## config.mk

```make
export PLATFORM = sky130hd
export DESIGN_NAME = nfha_alu
export DESIGN_NICKNAME = d
export VERILOG_FILES = /design/src/rtl/nfha_pkg.sv /design/src/rtl/nfha_alu.sv
export SDC_FILE = /design/constraint.sdc
export NUM_CORES = 1
export LEC_CHECK = 0
export BUFFER_PORTS_ARGS = -buffer_cell sky130_fd_sc_hd__buf_2
export CAP_MARGIN = 30
export CORE_AREA = 2 2 66 68
export DETAILED_ROUTE_END_ITERATION = 12
export DIE_AREA = 0 0 68 70
export MAX_ROUTING_LAYER = met4
export PLACE_DENSITY = 0.8
export SLEW_MARGIN = 10
export SYNTH_ARGS = -nofsm -noshare
export SYNTH_HDL_FRONTEND = slang
export SYNTH_SLANG_ARGS = --single-unit
```

## constraint.sdc

```tcl
create_clock -name vclk -period 4.8
set_clock_uncertainty 0.05 [all_clocks]
set_input_delay 0.48 -clock vclk [all_inputs]
set_output_delay 0.48 -clock vclk [all_outputs]
set_load 0.1 [all_outputs]
```

## src/rtl/nfha_pkg.sv

```systemverilog
// shared types and constants for the next-fit heap allocator
package nfha_pkg;

	// operation codes of an input transfer
	localparam logic OP_ALLOC = 1'b0;
	localparam logic OP_FREE  = 1'b1;

	// status codes of a result transfer
	localparam logic [1:0] STATUS_OK   = 2'd0;
	localparam logic [1:0] STATUS_ZERO = 2'd1;
	localparam logic [1:0] STATUS_OOM  = 2'd2;

	// heap layout constants in bytes
	localparam int WORD_BYTES  = 4;
	localparam int DWORD_BYTES = 8;
	localparam int MIN_BLOCK   = 2 * DWORD_BYTES;
	localparam int LIST_START  = 8;
	localparam int LIMIT_RESET = 1048576;

	// operation of the shared arithmetic unit
	typedef enum logic {
		ALU_ADD = 1'b0,
		ALU_SUB = 1'b1
	} alu_op_t;

endpackage

```

## src/rtl/nfha_alu.sv

```systemverilog
// shared add and subtract unit used by the arithmetic steps of the sequencer
module nfha_alu #(
	parameter int W = 23
) (
	input  nfha_pkg::alu_op_t op,
	input  logic [W-1:0]      a,
	input  logic [W-1:0]      b,
	output logic [W-1:0]      y
);

	// one adder, subtract by two's complement of b
	always_comb begin
		case (op)
			nfha_pkg::ALU_ADD: y = a + b;
			nfha_pkg::ALU_SUB: y = a - b;
			default:           y = a + b;
		endcase
	end

endmodule

```

==> report_table.html <==
<table>
<tr><th>Metric</th><th>Value</th></tr>
<tr><th colspan="2">Setup path</th></tr>
<tr><td>Slowest library cell on the worst path</td><td>sky130_fd_sc_hd__nor3b_1</td></tr>
<tr><td>Worst path arrival time</td><td>3890 ps</td></tr>
<tr><td>Stage delay of the slowest cell on the critical path</td><td>470 ps</td></tr>
<tr><td>Critical path launch point</td><td>b[4]</td></tr>
<tr><td>CP bufs+invs</td><td>2</td></tr>
<tr><td>Largest driver fanout on the critical path</td><td>6</td></tr>
<tr><td>Critical Path Source Type</td><td>primary input</td></tr>
<tr><td>Data required, critical path</td><td>4270 ps</td></tr>
<tr><td>Most frequent CP cell</td><td>sky130_fd_sc_hd__buf_2</td></tr>
<tr><td>Setup Crit Path Kind</td><td>in2out</td></tr>
<tr><td>Critical Path, Cell by Cell</td><td>buf_2, nor3_1, nand2b_1, nor3b_1, a31oi_1, xnor2_1, ha_1, a21o_1, a221oi_2, o21ai_0, a221oi_1, nand2_1, xor2_1, buf_2</td></tr>
<tr><td>Largest delay contributor family on the critical path</td><td>compound AO/OA/AOI/OAI gates</td></tr>
<tr><td>Category of the worst setup path capture point</td><td>primary output</td></tr>
<tr><th colspan="2">Cells and area</th></tr>
<tr><td>Layout overhead on the synthesized area</td><td>23.4%</td></tr>
<tr><td>Area taken by flip-flops and latches</td><td>0 um^2</td></tr>
<tr><td>Number of sequential cells</td><td>0</td></tr>
<tr><td>Number of fillers in the final layout</td><td>434</td></tr>
<tr><td>Post-route non-filler standard cell count</td><td>361</td></tr>
<tr><td>Final layout net count</td><td>383</td></tr>
<tr><td>Ratio of cells with drive above 1 in the final layout</td><td>30.4%</td></tr>
<tr><td>Antenna fix cells</td><td>0</td></tr>
<tr><td>Top library cells by usage in the layout, fill and taps aside</td><td>sky130_fd_sc_hd__buf_2 (70), sky130_fd_sc_hd__xnor2_1 (32), sky130_fd_sc_hd__nor2_1 (28), sky130_fd_sc_hd__a21oi_1 (28), sky130_fd_sc_hd__ha_1 (24)</td></tr>
<tr><td>Most frequent standard cell in the layout excluding fill and tap cells</td><td>sky130_fd_sc_hd__buf_2</td></tr>
<tr><td>Layout clock buffer count</td><td>0</td></tr>
<tr><th colspan="2">Global routing</th></tr>
<tr><td>Initial antenna violation count</td><td>0</td></tr>
<tr><td>Remaining Overflow, GRT</td><td>0</td></tr>
<tr><td>First-pass GRT wire length</td><td>8.29 mm</td></tr>
<tr><td>Number of global-route vias before repair</td><td>1972</td></tr>
<tr><td>Global routing usage summed across all routing layers</td><td>21.7%</td></tr>
<tr><td>Pin count of the biggest net entering global routing</td><td>23</td></tr>
<tr><th colspan="2">Floorplanning</th></tr>
<tr><td>Site Rows</td><td>24</td></tr>
<tr><td>Starting density of the core</td><td>a little over two fifths</td></tr>
<tr><td>Die Wd</td><td>68 um</td></tr>
<tr><td>Height of the die</td><td>70 um</td></tr>
<tr><td>Core Area</td><td>4140 um^2</td></tr>
<tr><td>I/O pins</td><td>70</td></tr>
<tr><td>Floorplan die area</td><td>around 4800 um^2</td></tr>
<tr><th colspan="2">Power</th></tr>
<tr><td>Clock group share of total power</td><td>0%</td></tr>
<tr><td>Combinational cell fraction of total power</td><td>100.0%</td></tr>
<tr><td>Switching power</td><td>0.671 mW</td></tr>
<tr><td>Int Power</td><td>0.190 mW</td></tr>
<tr><td>Power density over the cells</td><td>397 nW/um^2</td></tr>
<tr><td>Max IR drop VDD</td><td>0.316 mV</td></tr>
<tr><td>Portion of total power attributed to sequential cells</td><td>0%</td></tr>
<tr><td>Net switching fraction of the power</td><td>about 80%</td></tr>
<tr><td>Leakage power summed over all cells</td><td>0.984 nW</td></tr>
<tr><th colspan="2">Timing</th></tr>
<tr><td>Least-Margin Pin Slew</td><td>507 ps</td></tr>
<tr><td>Maximum operating frequency</td><td>0.226 GHz</td></tr>
<tr><td>Final TNS setup</td><td>0 ps</td></tr>
<tr><td>Unrepaired setup endpoints after global routing</td><td>no</td></tr>
<tr><td>Final setup violation count</td><td>0</td></tr>
<tr><td>Post-route clock period utilization</td><td>92.1%</td></tr>
<tr><td>Final Slew Violations</td><td>0</td></tr>
<tr><td>Worst slack on hold paths</td><td>1480 ps</td></tr>
<tr><td>Final Hold Viols</td><td>0</td></tr>
<tr><td>Final critical path time including I/O delays and setup</td><td>roughly 4400 ps</td></tr>
<tr><td>Slew HR</td><td>66.2%</td></tr>
<tr><th colspan="2">Drt</th></tr>
<tr><td>Post-DR wirelength/cell</td><td>13.7 um</td></tr>
<tr><td>First-pass iteration count of the detailed router</td><td>4</td></tr>
<tr><td>Post-route antenna net violation count</td><td>0</td></tr>
<tr><td>Remaining design rule violation count</td><td>0</td></tr>
<tr><td>Vias/cell</td><td>5.57</td></tr>
<tr><td>Via count</td><td>2010</td></tr>
<tr><td>Number of violations reported at the end of detailed-routing iteration 0</td><td>113</td></tr>
<tr><td>Final Routed Wirelength</td><td>4.94 mm</td></tr>
<tr><th colspan="2">Hold path</th></tr>
<tr><td>Startpoint of the tightest hold check path</td><td>a[0]</td></tr>
<tr><td>Class of the tightest hold or removal check</td><td>in2out</td></tr>
<tr><th colspan="2">Clock network</th></tr>
<tr><td>Number of buffers inserted to repair setup after CTS</td><td>0</td></tr>
<tr><td>Cts repair resizes</td><td>0</td></tr>
<tr><td>Count of hold buffers inserted by post-cts repair</td><td>0</td></tr>
<tr><th colspan="2">Synth</th></tr>
<tr><td>Post-synthesis cell type with the largest combined area</td><td>sky130_fd_sc_hd__ha_1</td></tr>
<tr><td>Netlist cell types</td><td>55</td></tr>
<tr><td>Number of synthesis warnings</td><td>0</td></tr>
<tr><td>Fraction of post-synthesis cell area in the top cell type by area</td><td>between 10% and 20%</td></tr>
<tr><td>Portion of the post-synthesis area used by sequential elements</td><td>0%</td></tr>
<tr><td>Post-synth net total</td><td>314</td></tr>
<tr><td>Synth top area cells</td><td>sky130_fd_sc_hd__ha_1 (17%), sky130_fd_sc_hd__xnor2_1 (16%), sky130_fd_sc_hd__a21oi_1 (8.0%), sky130_fd_sc_hd__nor2_1 (6.0%), sky130_fd_sc_hd__xor2_1 (3.5%)</td></tr>
<tr><td>Synth Area per Inst</td><td>7.27 um^2</td></tr>
<tr><td>Post-synthesis cell count</td><td>242</td></tr>
<tr><td>Netlist area before placement</td><td>1760 um^2</td></tr>
<tr><th colspan="2">Job</th></tr>
<tr><td>Maximum capacitance violations</td><td>0</td></tr>
<tr><th colspan="2">Place</th></tr>
<tr><td>Port Buf Inserts</td><td>70</td></tr>
<tr><td>Final estimated routing congestion in global placement</td><td>0.883</td></tr>
<tr><td>Dpl hpwl</td><td>around 4.3 mm</td></tr>
<tr><td>Cells after DPL</td><td>361</td></tr>
<tr><th colspan="2">Run status</th></tr>
<tr><td>Run status</td><td>complete, no violations</td></tr>
</table>
[synthesized netlist by cell type, types with 2 or more instances]
master,count
sky130_fd_sc_hd__a221oi_1,2
sky130_fd_sc_hd__nor3_1,7
sky130_fd_sc_hd__nor2b_1,5
sky130_fd_sc_hd__a31oi_1,7
sky130_fd_sc_hd__ha_1,24
sky130_fd_sc_hd__a2111oi_2,2
sky130_fd_sc_hd__nor2_1,28
sky130_fd_sc_hd__xnor2_1,32
sky130_fd_sc_hd__o21a_1,2
sky130_fd_sc_hd__clkbuf_1,2
sky130_fd_sc_hd__and2_1,4
sky130_fd_sc_hd__nand2_1,15
sky130_fd_sc_hd__nor4_2,2
sky130_fd_sc_hd__a21o_1,4
sky130_fd_sc_hd__mux2i_1,3
sky130_fd_sc_hd__inv_1,16
sky130_fd_sc_hd__o211ai_1,4
sky130_fd_sc_hd__nor3b_1,2
sky130_fd_sc_hd__o21ai_2,2
sky130_fd_sc_hd__nand3_1,3
sky130_fd_sc_hd__a21oi_1,28
sky130_fd_sc_hd__xor2_1,7
sky130_fd_sc_hd__o21ai_0,9
[per-stage QoR]
| step | setup slack [ps] | util (%) | cell area, um^2 | total power [mW] |
|---|---|---|---|---|
| 2_1_floorplan | 49.9 | - | 1770 | 0.727 |
| 3_3_place_gp | 516 | 52.4 | 2170 | 0.850 |
| 3_5_place_dp | 452 | 52.4 | 2170 | 0.859 |
| 4_1_cts | 407 | 52.4 | 2170 | 0.860 |
| 5_1_grt | 55.9 | 52.4 | 2170 | 0.903 |
| 6_report | 379 | 52.4 | 2170 | 0.861 |
[routing by layer]
metal | wire (um) | vias up | track usage (%) | share of wire (%)
li1 | - | 1024 | - | -
met1 | 2200 | 916 | 27.5 | 44
met4 | 91 | 0 | 4.44 | 1.8
met3 | 212 | 10 | 0.805 | 4.3
met5 | 0 | - | - | 0
met2 | 2440 | 60 | 37.5 | 49
[layout make-up]
type                       count  area (um^2)  area share [%]
multi-input combinational    223         1700            78.1
timing repair buffer          70          350            16.1
inverter                      16         60.1            2.77
tap                           52         65.1            3.00
[path summary, 6_finish.rpt]
kind | endpoint | cells after the start | slack, ps
worst max-delay path | y[19] | 14 | 380
worst min-delay path | y[0] | 5 | 1480
[logic make-up after synthesis]
group,Yosys count,synth area share [%]
mux,3,1.71
compound gates,77,32.1
buf+inv,19,4.05
xor+xnor,40,20.3
simple gates,78,23.5
fa+ha+maj,25,18.2
[worst min-delay path, cell delays in order]
cell	delay (ps)
sky130_fd_sc_hd__buf_2	90
sky130_fd_sc_hd__inv_1	50
sky130_fd_sc_hd__ha_1	120
sky130_fd_sc_hd__inv_1	30
sky130_fd_sc_hd__buf_2	280
[power by group through the flow]
stage          registers [mW]  logic, mW  clock network (mW)
6_report                    0      0.861                   0
4_1_cts                     0      0.860                   0
5_1_grt                     0      0.903                   0
3_5_place_dp                0      0.859                   0
3_3_place_gp                0      0.850                   0
2_1_floorplan               0      0.727                   0
(Power assumes the default switching activity.)
